[src/rtl/core/psp_pkg.sv]
// Package for the packet slot pool manager: transfer item types, opcode and
// sequencer state enums, and default sizing constants.
// No dependencies.
package psp_pkg;

    localparam int DEF_NUM_SLOTS  = 16;
    localparam int OPCODE_W       = 2;
    localparam int SLOT_W         = 6;
    localparam int ACTIVE_W       = 7;
    localparam int ACTIVE_RESET   = 16;

    typedef enum logic [OPCODE_W-1:0] {
        OP_GET   = 2'd0,
        OP_PUT   = 2'd1,
        OP_FLUSH = 2'd2,
        OP_SCAN  = 2'd3
    } op_t;

    typedef enum logic [2:0] {
        ST_IDLE,
        ST_READ,
        ST_UNLINK,
        ST_LINK,
        ST_TERM,
        ST_EMIT,
        ST_SCAN_READ,
        ST_SCAN_OUT
    } state_t;

    typedef struct packed {
        logic [OPCODE_W-1:0] opcode;
        logic [SLOT_W-1:0]   slot_index;
    } cmd_item_t;

    typedef struct packed {
        logic [SLOT_W-1:0] slot_out;
        logic              slot_valid;
        logic              reclaimed;
        logic              last_of_run;
    } rsp_item_t;

endpackage

[src/rtl/core/psp_ram.sv]
// Generic single write port, single read port RAM with registered read data.
// No dependencies.
module psp_ram #(
    parameter int WIDTH = 8,
    parameter int DEPTH = 16
) (
    input  logic                                   clk,
    input  logic                                   we,
    input  logic [((DEPTH > 1) ? $clog2(DEPTH) : 1)-1:0] waddr,
    input  logic [WIDTH-1:0]                       wdata,
    input  logic                                   re,
    input  logic [((DEPTH > 1) ? $clog2(DEPTH) : 1)-1:0] raddr,
    output logic [WIDTH-1:0]                       rdata
);

    logic [WIDTH-1:0] mem [DEPTH];

    always_ff @(posedge clk)
    begin
        if (we)
        begin
            mem[waddr] <= wdata;
        end
        if (re)
        begin
            rdata <= mem[raddr];
        end
    end

endmodule

[src/rtl/core/packet_slot_pool_manager_unit.sv]
// Top level of the packet slot pool manager: free and busy slot lists kept as
// doubly linked lists in RAM, driven by a small sequencer.
// Depends on psp_pkg and psp_ram.
//
//  Channel | Direction | Handshake        | Payload
//  --------+-----------+------------------+---------------------------
//  cmd     | in        | cmd_valid/stall  | psp_pkg::cmd_item_t
//  rsp     | out       | rsp_valid/stall  | psp_pkg::rsp_item_t
//  cfg     | in        | cfg_valid/ready  | cfg_data (active slot count)
//
// A get, or a put of a slot in the pool, runs read, unlink, link and term, then
// emit loads the result register; a put outside the pool goes straight to emit.
// A flush runs read, unlink, link and term per busy slot, a scan runs scan read
// and scan out. A stalled result waits in the output register while the next
// command is taken; a result behind it holds the sequencer and stalls commands.
// Reset, and any write of the active slot count, put the active slots on the
// free list in index order at once: per-entry valid bits make an unwritten
// link entry read as its initial value, so no clearing pass is needed.
module packet_slot_pool_manager_unit #(
    parameter int NUM_SLOTS = psp_pkg::DEF_NUM_SLOTS
) (
    input  logic                              clk,
    input  logic                              rst_n,
    input  logic                              cmd_valid,
    output logic                              cmd_stall,
    input  psp_pkg::cmd_item_t                cmd,
    output logic                              rsp_valid,
    input  logic                              rsp_stall,
    output psp_pkg::rsp_item_t                rsp,
    input  logic                              cfg_valid,
    output logic                              cfg_ready,
    input  logic [psp_pkg::ACTIVE_W-1:0]      cfg_data
);

    // Link width holds every slot number plus the end marker, which is
    // NUM_SLOTS itself. RAM addresses only cover real slots.
    localparam int LW = $clog2(NUM_SLOTS + 1);
    localparam int AW = (NUM_SLOTS > 1) ? $clog2(NUM_SLOTS) : 1;
    localparam logic [LW-1:0] END_MARK = LW'(NUM_SLOTS);

    psp_pkg::state_t state_reg, state_next;

    logic [LW-1:0] pool_reg, pool_next;
    logic [LW-1:0] free_head_reg, free_head_next;
    logic [LW-1:0] free_tail_reg, free_tail_next;
    logic [LW-1:0] busy_head_reg, busy_head_next;
    logic [LW-1:0] busy_tail_reg, busy_tail_next;
    logic [LW-1:0] slot_reg, slot_next;
    logic [LW-1:0] succ_reg, succ_next;
    psp_pkg::op_t  op_reg, op_next;
    logic          list_reg, list_next;
    logic          recl_reg, recl_next;

    // Valid bits: an entry whose bit is clear still holds its initial value.
    logic [NUM_SLOTS-1:0] next_vld_reg, next_vld_next;
    logic [NUM_SLOTS-1:0] prev_vld_reg, prev_vld_next;
    logic [NUM_SLOTS-1:0] busy_vld_reg, busy_vld_next;

    logic                rsp_valid_reg, rsp_valid_next;
    psp_pkg::rsp_item_t  rsp_reg, rsp_next;

    // RAM ports.
    logic          rd_en;
    logic [AW-1:0] rd_addr;
    logic          next_we, prev_we, busy_we;
    logic [AW-1:0] next_waddr, prev_waddr, busy_waddr;
    logic [LW-1:0] next_wdata, prev_wdata;
    logic          busy_wdata;
    logic [LW-1:0] next_rdata, prev_rdata;
    logic          busy_rdata;

    // Effective entry of the slot being read.
    logic [AW-1:0] slot_addr;
    logic [LW-1:0] init_next, init_prev;
    logic [LW-1:0] ent_next, ent_prev;
    logic          ent_busy;
    logic [LW-1:0] tail_sel;
    logic          out_free;
    logic          cfg_write;
    logic [LW-1:0] cfg_pool;
    logic          idx_in_range;
    psp_pkg::op_t  cmd_op;

    assign cfg_ready = 1'b1;
    assign cfg_write = cfg_valid && cfg_ready;
    assign rsp_valid = rsp_valid_reg;
    assign rsp       = rsp_reg;
    assign out_free  = !rsp_valid_reg || !rsp_stall;
    assign cmd_op    = psp_pkg::op_t'(cmd.opcode);

    // Active count is clamped into 1 .. NUM_SLOTS.
    always_comb
    begin
        if (cfg_data == '0)
        begin
            cfg_pool = LW'(1);
        end
        else if (cfg_data > psp_pkg::ACTIVE_W'(NUM_SLOTS))
        begin
            cfg_pool = END_MARK;
        end
        else
        begin
            cfg_pool = LW'(cfg_data);
        end
    end

    assign idx_in_range = {1'b0, cmd.slot_index} < psp_pkg::ACTIVE_W'(pool_reg);

    // Initial links: active slots chained in index order, both ends open.
    assign slot_addr = slot_reg[AW-1:0];
    assign init_next = ((slot_reg + LW'(1)) < pool_reg) ? (slot_reg + LW'(1)) : END_MARK;
    assign init_prev = ((slot_reg == '0) || (slot_reg >= pool_reg)) ? END_MARK
                                                                    : (slot_reg - LW'(1));
    assign ent_next  = next_vld_reg[slot_addr] ? next_rdata : init_next;
    assign ent_prev  = prev_vld_reg[slot_addr] ? prev_rdata : init_prev;
    assign ent_busy  = busy_vld_reg[slot_addr] ? busy_rdata : 1'b0;
    assign tail_sel  = list_reg ? busy_tail_reg : free_tail_reg;

    // Next state.
    always_comb
    begin
        state_next = state_reg;
        unique case (state_reg)
            psp_pkg::ST_IDLE:
            begin
                if (cmd_valid)
                begin
                    unique case (cmd_op)
                        psp_pkg::OP_GET:
                        begin
                            state_next = psp_pkg::ST_READ;
                        end
                        psp_pkg::OP_PUT:
                        begin
                            state_next = idx_in_range ? psp_pkg::ST_READ : psp_pkg::ST_EMIT;
                        end
                        psp_pkg::OP_FLUSH:
                        begin
                            state_next = (busy_head_reg != END_MARK) ? psp_pkg::ST_READ
                                                                     : psp_pkg::ST_IDLE;
                        end
                        psp_pkg::OP_SCAN:
                        begin
                            state_next = (busy_head_reg != END_MARK) ? psp_pkg::ST_SCAN_READ
                                                                     : psp_pkg::ST_IDLE;
                        end
                        default:
                        begin
                            state_next = psp_pkg::ST_IDLE;
                        end
                    endcase
                end
            end
            psp_pkg::ST_READ:
            begin
                state_next = psp_pkg::ST_UNLINK;
            end
            psp_pkg::ST_UNLINK:
            begin
                state_next = psp_pkg::ST_LINK;
            end
            psp_pkg::ST_LINK:
            begin
                state_next = psp_pkg::ST_TERM;
            end
            psp_pkg::ST_TERM:
            begin
                if (op_reg == psp_pkg::OP_FLUSH)
                begin
                    state_next = (busy_head_reg != END_MARK) ? psp_pkg::ST_READ
                                                             : psp_pkg::ST_IDLE;
                end
                else
                begin
                    state_next = psp_pkg::ST_EMIT;
                end
            end
            psp_pkg::ST_EMIT:
            begin
                if (out_free)
                begin
                    state_next = psp_pkg::ST_IDLE;
                end
            end
            psp_pkg::ST_SCAN_READ:
            begin
                state_next = psp_pkg::ST_SCAN_OUT;
            end
            psp_pkg::ST_SCAN_OUT:
            begin
                if (out_free)
                begin
                    state_next = (ent_next == END_MARK) ? psp_pkg::ST_IDLE
                                                        : psp_pkg::ST_SCAN_READ;
                end
            end
            default:
            begin
                state_next = psp_pkg::ST_IDLE;
            end
        endcase
    end

    // Sequencer outputs: handshake and RAM port controls.
    always_comb
    begin
        cmd_stall  = 1'b1;
        rd_en      = 1'b0;
        rd_addr    = slot_addr;
        next_we    = 1'b0;
        next_waddr = slot_addr;
        next_wdata = END_MARK;
        prev_we    = 1'b0;
        prev_waddr = slot_addr;
        prev_wdata = tail_sel;
        busy_we    = 1'b0;
        busy_waddr = slot_addr;
        busy_wdata = list_reg;
        unique case (state_reg)
            psp_pkg::ST_IDLE:
            begin
                cmd_stall = 1'b0;
            end
            psp_pkg::ST_READ, psp_pkg::ST_SCAN_READ:
            begin
                rd_en = 1'b1;
            end
            psp_pkg::ST_UNLINK:
            begin
                // Bridge the neighbors of the slot over it.
                next_we    = (ent_prev != END_MARK);
                next_waddr = ent_prev[AW-1:0];
                next_wdata = ent_next;
                prev_we    = (ent_next != END_MARK);
                prev_waddr = ent_next[AW-1:0];
                prev_wdata = ent_prev;
            end
            psp_pkg::ST_LINK:
            begin
                // Hang the slot behind the tail of the target list.
                prev_we    = 1'b1;
                busy_we    = 1'b1;
                next_we    = (tail_sel != END_MARK);
                next_waddr = tail_sel[AW-1:0];
                next_wdata = slot_reg;
            end
            psp_pkg::ST_TERM:
            begin
                next_we = 1'b1;
            end
            psp_pkg::ST_EMIT, psp_pkg::ST_SCAN_OUT:
            begin
                cmd_stall = 1'b1;
            end
            default:
            begin
                cmd_stall = 1'b1;
            end
        endcase
    end

    // Datapath and list registers.
    always_comb
    begin
        pool_next      = pool_reg;
        free_head_next = free_head_reg;
        free_tail_next = free_tail_reg;
        busy_head_next = busy_head_reg;
        busy_tail_next = busy_tail_reg;
        slot_next      = slot_reg;
        succ_next      = succ_reg;
        op_next        = op_reg;
        list_next      = list_reg;
        recl_next      = recl_reg;
        next_vld_next  = next_vld_reg;
        prev_vld_next  = prev_vld_reg;
        busy_vld_next  = busy_vld_reg;
        rsp_valid_next = rsp_valid_reg && rsp_stall;
        rsp_next       = rsp_reg;

        if (next_we)
        begin
            next_vld_next[next_waddr] = 1'b1;
        end
        if (prev_we)
        begin
            prev_vld_next[prev_waddr] = 1'b1;
        end
        if (busy_we)
        begin
            busy_vld_next[busy_waddr] = 1'b1;
        end

        case (state_reg)
            psp_pkg::ST_IDLE:
            begin
                if (cmd_valid)
                begin
                    op_next   = cmd_op;
                    recl_next = 1'b0;
                    case (cmd_op)
                        psp_pkg::OP_GET:
                        begin
                            list_next = 1'b1;
                            if (free_head_reg != END_MARK)
                            begin
                                slot_next = free_head_reg;
                            end
                            else
                            begin
                                slot_next = busy_head_reg;
                                recl_next = 1'b1;
                            end
                        end
                        psp_pkg::OP_PUT:
                        begin
                            list_next = 1'b0;
                            slot_next = LW'(cmd.slot_index);
                            succ_next = END_MARK;
                        end
                        default:
                        begin
                            list_next = 1'b0;
                            slot_next = busy_head_reg;
                        end
                    endcase
                end
            end
            psp_pkg::ST_UNLINK:
            begin
                succ_next = ent_next;
                if (ent_prev == END_MARK)
                begin
                    if (ent_busy)
                    begin
                        busy_head_next = ent_next;
                    end
                    else
                    begin
                        free_head_next = ent_next;
                    end
                end
                if (ent_next == END_MARK)
                begin
                    if (ent_busy)
                    begin
                        busy_tail_next = ent_prev;
                    end
                    else
                    begin
                        free_tail_next = ent_prev;
                    end
                end
            end
            psp_pkg::ST_LINK:
            begin
                if (list_reg)
                begin
                    busy_tail_next = slot_reg;
                    if (busy_tail_reg == END_MARK)
                    begin
                        busy_head_next = slot_reg;
                    end
                end
                else
                begin
                    free_tail_next = slot_reg;
                    if (free_tail_reg == END_MARK)
                    begin
                        free_head_next = slot_reg;
                    end
                end
            end
            psp_pkg::ST_TERM:
            begin
                // A flush keeps pulling the oldest busy slot; a get keeps its
                // slot and a put its successor for the result.
                if (op_reg == psp_pkg::OP_FLUSH)
                begin
                    slot_next = busy_head_reg;
                end
            end
            psp_pkg::ST_EMIT:
            begin
                if (out_free)
                begin
                    rsp_valid_next      = 1'b1;
                    rsp_next.last_of_run = 1'b1;
                    if (op_reg == psp_pkg::OP_GET)
                    begin
                        rsp_next.slot_out   = psp_pkg::SLOT_W'(slot_reg);
                        rsp_next.slot_valid = 1'b1;
                        rsp_next.reclaimed  = recl_reg;
                    end
                    else
                    begin
                        rsp_next.reclaimed = 1'b0;
                        if (succ_reg == END_MARK)
                        begin
                            rsp_next.slot_out   = '0;
                            rsp_next.slot_valid = 1'b0;
                        end
                        else
                        begin
                            rsp_next.slot_out   = psp_pkg::SLOT_W'(succ_reg);
                            rsp_next.slot_valid = 1'b1;
                        end
                    end
                end
            end
            psp_pkg::ST_SCAN_OUT:
            begin
                if (out_free)
                begin
                    rsp_valid_next       = 1'b1;
                    rsp_next.slot_out    = psp_pkg::SLOT_W'(slot_reg);
                    rsp_next.slot_valid  = 1'b1;
                    rsp_next.reclaimed   = 1'b0;
                    rsp_next.last_of_run = (ent_next == END_MARK);
                    slot_next            = ent_next;
                end
            end
            default:
            begin
                slot_next = slot_reg;
            end
        endcase

        // A count write rebuilds the pool; user must keep it to idle, unchecked.
        if (cfg_write)
        begin
            pool_next      = cfg_pool;
            free_head_next = '0;
            free_tail_next = cfg_pool - LW'(1);
            busy_head_next = END_MARK;
            busy_tail_next = END_MARK;
            next_vld_next  = '0;
            prev_vld_next  = '0;
            busy_vld_next  = '0;
        end
    end

    always_ff @(posedge clk or negedge rst_n)
    begin
        if (!rst_n)
        begin
            state_reg     <= psp_pkg::ST_IDLE;
            pool_reg      <= LW'(psp_pkg::ACTIVE_RESET > NUM_SLOTS ? NUM_SLOTS
                                                               : psp_pkg::ACTIVE_RESET);
            free_head_reg <= '0;
            free_tail_reg <= LW'((psp_pkg::ACTIVE_RESET > NUM_SLOTS ? NUM_SLOTS
                                                                : psp_pkg::ACTIVE_RESET) - 1);
            busy_head_reg <= END_MARK;
            busy_tail_reg <= END_MARK;
            next_vld_reg  <= '0;
            prev_vld_reg  <= '0;
            busy_vld_reg  <= '0;
            rsp_valid_reg <= 1'b0;
            op_reg        <= psp_pkg::OP_GET;
            list_reg      <= 1'b0;
            recl_reg      <= 1'b0;
        end
        else
        begin
            state_reg     <= state_next;
            pool_reg      <= pool_next;
            free_head_reg <= free_head_next;
            free_tail_reg <= free_tail_next;
            busy_head_reg <= busy_head_next;
            busy_tail_reg <= busy_tail_next;
            next_vld_reg  <= next_vld_next;
            prev_vld_reg  <= prev_vld_next;
            busy_vld_reg  <= busy_vld_next;
            rsp_valid_reg <= rsp_valid_next;
            op_reg        <= op_next;
            list_reg      <= list_next;
            recl_reg      <= recl_next;
        end
    end

    // Payload registers carry no reset.
    always_ff @(posedge clk)
    begin
        slot_reg <= slot_next;
        succ_reg <= succ_next;
        rsp_reg  <= rsp_next;
    end

    psp_ram #(
        .WIDTH (LW),
        .DEPTH (NUM_SLOTS)
    ) u_next_ram (
        .clk   (clk),
        .we    (next_we),
        .waddr (next_waddr),
        .wdata (next_wdata),
        .re    (rd_en),
        .raddr (rd_addr),
        .rdata (next_rdata)
    );

    psp_ram #(
        .WIDTH (LW),
        .DEPTH (NUM_SLOTS)
    ) u_prev_ram (
        .clk   (clk),
        .we    (prev_we),
        .waddr (prev_waddr),
        .wdata (prev_wdata),
        .re    (rd_en),
        .raddr (rd_addr),
        .rdata (prev_rdata)
    );

    psp_ram #(
        .WIDTH (1),
        .DEPTH (NUM_SLOTS)
    ) u_busy_ram (
        .clk   (clk),
        .we    (busy_we),
        .waddr (busy_waddr),
        .wdata (busy_wdata),
        .re    (rd_en),
        .raddr (rd_addr),
        .rdata (busy_rdata)
    );

endmodule
[config.mk]
export PLATFORM = sky130hd
export DESIGN_NAME = packet_slot_pool_manager_unit
export DESIGN_NICKNAME = d
export VERILOG_FILES = /design/src/rtl/core/psp_pkg.sv /design/src/rtl/core/psp_ram.sv /design/src/rtl/core/packet_slot_pool_manager_unit.sv
export SDC_FILE = /design/constraint.sdc
export NUM_CORES = 1
export LEC_CHECK = 0
export BUFFER_PORTS_ARGS = -buffer_cell sky130_fd_sc_hd__buf_2
export CAP_MARGIN = 20
export CELL_PAD_IN_SITES_DETAIL_PLACEMENT = 1
export CELL_PAD_IN_SITES_GLOBAL_PLACEMENT = 2
export CORE_MARGIN = 5
export CORE_UTILIZATION = 43
export CTS_BUF_LIST = sky130_fd_sc_hd__clkbuf_8
export DETAILED_ROUTE_END_ITERATION = 8
export PLACE_DENSITY_LB_ADDON = 0.1
export SLEW_MARGIN = 20
export SYNTH_ARGS = -nofsm -noshare
export SYNTH_HDL_FRONTEND = slang
export SYNTH_SLANG_ARGS = --single-unit
[constraint.sdc]
create_clock -name clk -period 3.98 [get_ports clk]
set_input_delay 0.199 -clock clk [delete_from_list [all_inputs] [get_ports clk]]
set_output_delay 0.199 -clock clk [all_outputs]
set_load 0.01 [all_outputs]
==> reports/metrics.csv <==
stage;metric;value;unit
status;outcome;complete, no violations;
die;floorplan.die.height;185.7;µm
synth;synth_largest_area_cell;edfxtp_1;
clocking;htreeDepth;2;
worst_setup_path;worstSetupEndpointType;flip-flop;
worst_setup_path;crit_path_start_kind;flip-flop;
grt;grt_max_degree;63;
min_path;whs_path_depth;3;
routing;wirelength;37.25;mm
clocking;clock_tree.buffer_depth;3;
die;row_count;64;
final_layout;stdcell_count;1451;
final_layout;antenna_cells;0;
routing;num_vias;8548;
routing;firstDrtPassIters;5;
worst_setup_path;reg2regPathDepth;9;
synth;synth_flop_cell;edfxtp_1;
clocking;clkTransAtPathRegs;60;ps
synth;async_reset_ff_share;28.32;%
min_path;worstHoldStart;cmd[5];
worst_setup_path;critPathArrivalTime;4010;ps
timing;fin_tns_setup;0;ps
run;drv_cap;0;
worst_setup_path;regToRegSetupSlack;160;ps
clocking;cts_made_buffers;49;
synth;ys_seq_elements;286;
place;place_hpwl;26.00;mm
synth;synth_area;13270;µm²
min_path;hold_path_end;state_reg[2]$_DFFE_PN0P_;
grt;grt_pass1_vias;9277;
final_layout;areaGrowthSynthToFinish;15.38;%
timing;fin_skew;30.86;ps
clocking;cts_tree;done;
clocking;clock_sinks;286;
synth;ys.warnings.count;0;
place;place_ws;178.8;ps
die;coreArea;30510;µm²
die;die_area;34470;µm²
grt;grt_util_all_layers;22.08;%
worst_setup_path;path_class;reg -> reg;
place;port_buffers;29;
timing;max_freq;262.1;MHz
synth;synth_edf_count;205;
timing;slew_headroom;27.31;%
final_layout;largestRegisters;u_next_ram.mem (80), u_prev_ram.mem (80);
die;io_pins;32;
worst_setup_path;worst-path-max-fanout;5;
synth;synth_cells;924;
synth;synth_cell_type_count;69;
power_and_ir_drop;ir_drop;289.6;µV
timing;rsz0062_at_grt;no;
timing;hold_slack;38.64;ps
clocking;clock_latency;570;ps
routing;drt_iter0_markers;672;
grt;grt_remaining_overflow;0;
power_and_ir_drop;powerDensity;788.3;nW/µm²
die;initial_utilization;43.48;%
worst_setup_path;worstPathRequired;4170;ps
power_and_ir_drop;finalPower;12.07;mW
routing;post_drt_wl_per_cell;25.67;µm
worst_setup_path;reg2reg_to;u_next_ram.mem[2][0]$_DFFE_PP_;
synth;synth_fp_nets;964;
synth;yosysSeqAreaShare;61.75;%
die;die_x;185.7;µm
grt;antenna_found_initial;0;
grt;grt_pass1_wl;57.58;mm
synth;avgSynthCellArea;14.36;µm²
power_and_ir_drop;power.leakage;5.692;nW
synth;netlist_top_cells_area;edfxtp_1 (46%), dfrtp_1 (14%), mux4_2 (12%);
timing;finalSetupViolations;0;
place;place_congestion;0.8680;
worst_setup_path;timing.rr.start;pool_reg[4]$_DFFE_PN1P_;
timing;fin_ws;164.1;ps
routing;drcViolationCount;0;
place;place_inst;1357;
routing;ant_nets;0;
timing;tightest_slew;1079;ps
final_layout;finalNetCount;1059;
timing;fin_crit_sh;95.88;%
min_path;hp-class;in -> reg;
timing;drv_slew;0;
timing;hold_viol;0;
final_layout;layout-drive-gt1-share;25.12;%
synth;synth_top_area_share;46.40;%
routing;via_per_inst;5.891;
timing;period_needed;3816;ps
clocking;root_buffer;clkbuf_8;
final_layout;fillers;3040;
power breakdown:
group | internal [mW] | switching (mW) | total, mW | leakage (nW)
Sequential | 4.13 | 0.295 | 4.42 | 2.94
Clock | 1.60 | 1.20 | 2.81 | 0.578
Combinational | 1.80 | 3.04 | 4.84 | 2.18
Total | 7.53 | 4.54 | 12.1 | 5.69
logic make-up (layout without fill, tap and decap cells):
family	count (synthesis)	after routing	synth area share, %
muxes	103	103	14.51
other	2	2	0.05661
xor gates and xnor gates	7	7	0.4621
and+or+nand+nor	224	224	8.488
AOI/OAI and AO/OA	201	201	10.40
DFF	286	286	61.75
buffers and inverters	81	212	2.443
adders and majority gates	20	20	1.886
critical path: stages, from the launching register on:
cell and delay (ps):
dfstp_2 530, inv_1 100, ha_1 330, a21oi_1 340
nand2_1 230, a211oi_1 320, mux2i_1 170, o21a_1 230
or4b_1 710, nor2_1 480
metrics by stage:
| step | utilization, % | area (µm²) |
|---|---|---|
| global route | 50.17 | 15310 |
| finish | 50.17 | 15310 |
| CTS | 50.16 | 15300 |
| detailed placement | 46.54 | 14200 |
| global placement | 46.53 | 14190 |
| floorplan | - | 13270 |
synth_stat cells, types with 4 or more instances:
master / number
edfxtp_1: 205
dfrtp_1: 74
buf_1: 7
a31oi_1: 7
xnor2_1: 4
inv_1: 20
and3_1: 14
clkbuf_1: 47
nor2_1: 56
mux2_1: 9
o21ai_1: 17
a22oi_1: 8
nor3_1: 20
buf_2: 4
nor2b_1: 10
or2_1: 5
ha_1: 20
mux2_2: 16
a21oi_1: 31
a211oi_1: 6
a21o_1: 8
nand3_1: 21
mux4_2: 68
nor4_1: 8
mux2i_1: 9
nand2_1: 47
o21a_1: 24
o31ai_1: 12
or4_1: 5
o2bb2ai_1: 19
o22ai_1: 4
and2_1: 12
dfstp_2: 7
nand2b_1: 13
o21ai_0: 32
cell type report:
cell class / instances / area [µm²] / area share [%]
Clock buffer: 52 / 715.7 / 4.675
Clock inverter: 35 / 317.8 / 2.076
Inverter: 20 / 75.07 / 0.4904
Multi-Input combinational cell: 557 / 4763 / 31.12
Sequential cell: 286 / 8192 / 53.51
Tap cell: 396 / 495.5 / 3.237
Timing Repair Buffer: 105 / 748.2 / 4.888
layout by cell type, fill, tap and decap left out, types with 7 or more instances in the layout:
cell type,n
a21o_1,8
a21oi_1,31
a22oi_1,8
a31oi_1,7
and2_1,12
and3_1,14
buf_2,28
buf_4,69
clkbuf_8,52
clkinv_1,7
dfrtp_1,74
dfstp_2,7
dlygate4sd3_1,7
edfxtp_1,205
ha_1,20
inv_1,33
mux2_1,9
mux2_2,16
mux2i_1,9
mux4_2,68
nand2_1,47
nand2b_1,13
nand3_1,21
nor2_1,56
nor2b_1,10
nor3_1,20
nor4_1,8
o21a_1,24
o21ai_0,31
o21ai_1,16
o2bb2ai_1,19
o31ai_1,12
what timing repair did:
action,in CTS,in global routing
setup buffers,0,0
hold endpoints to repair,44,0
gates resized for setup,0,1
setup endpoints to repair,0,20
hold buffers,7,0
worst max-delay path by stage:
stage / startpoint / endpoint / slack, ps / cells after the start
after detailed placement: slot_reg[0]$_DFFE_PP_ / u_next_ram.mem[8][2]$_DFFE_PP_ / 180 / 8
after CTS: pool_reg[4]$_DFFE_PN1P_ / u_next_ram.mem[2][0]$_DFFE_PP_ / 190 / 9
after global placement: slot_reg[2]$_DFFE_PP_ / prev_vld_reg[7]$_DFFE_PN0P_ / 140 / 10
after floorplan: slot_reg[0]$_DFFE_PP_ / u_prev_ram.mem[8][0]$_DFFE_PP_ / 110 / 13
after global routing: pool_reg[4]$_DFFE_PN1P_ / u_next_ram.mem[2][0]$_DFFE_PP_ / 9 / 9
final: pool_reg[4]$_DFFE_PN1P_ / u_next_ram.mem[2][0]$_DFFE_PP_ / 160 / 9
metal layers:
layer  part of all wire, %  GRT usage (%)  vias up
met4                   2.9          6.762        0
met1                    45          30.96     4431
met3                   4.8          3.674       76
met2                    47          35.77      236
met5                     0              0        -
li1                      -              -     3805
No activity file was read; power rests on OpenSTA's default activity.
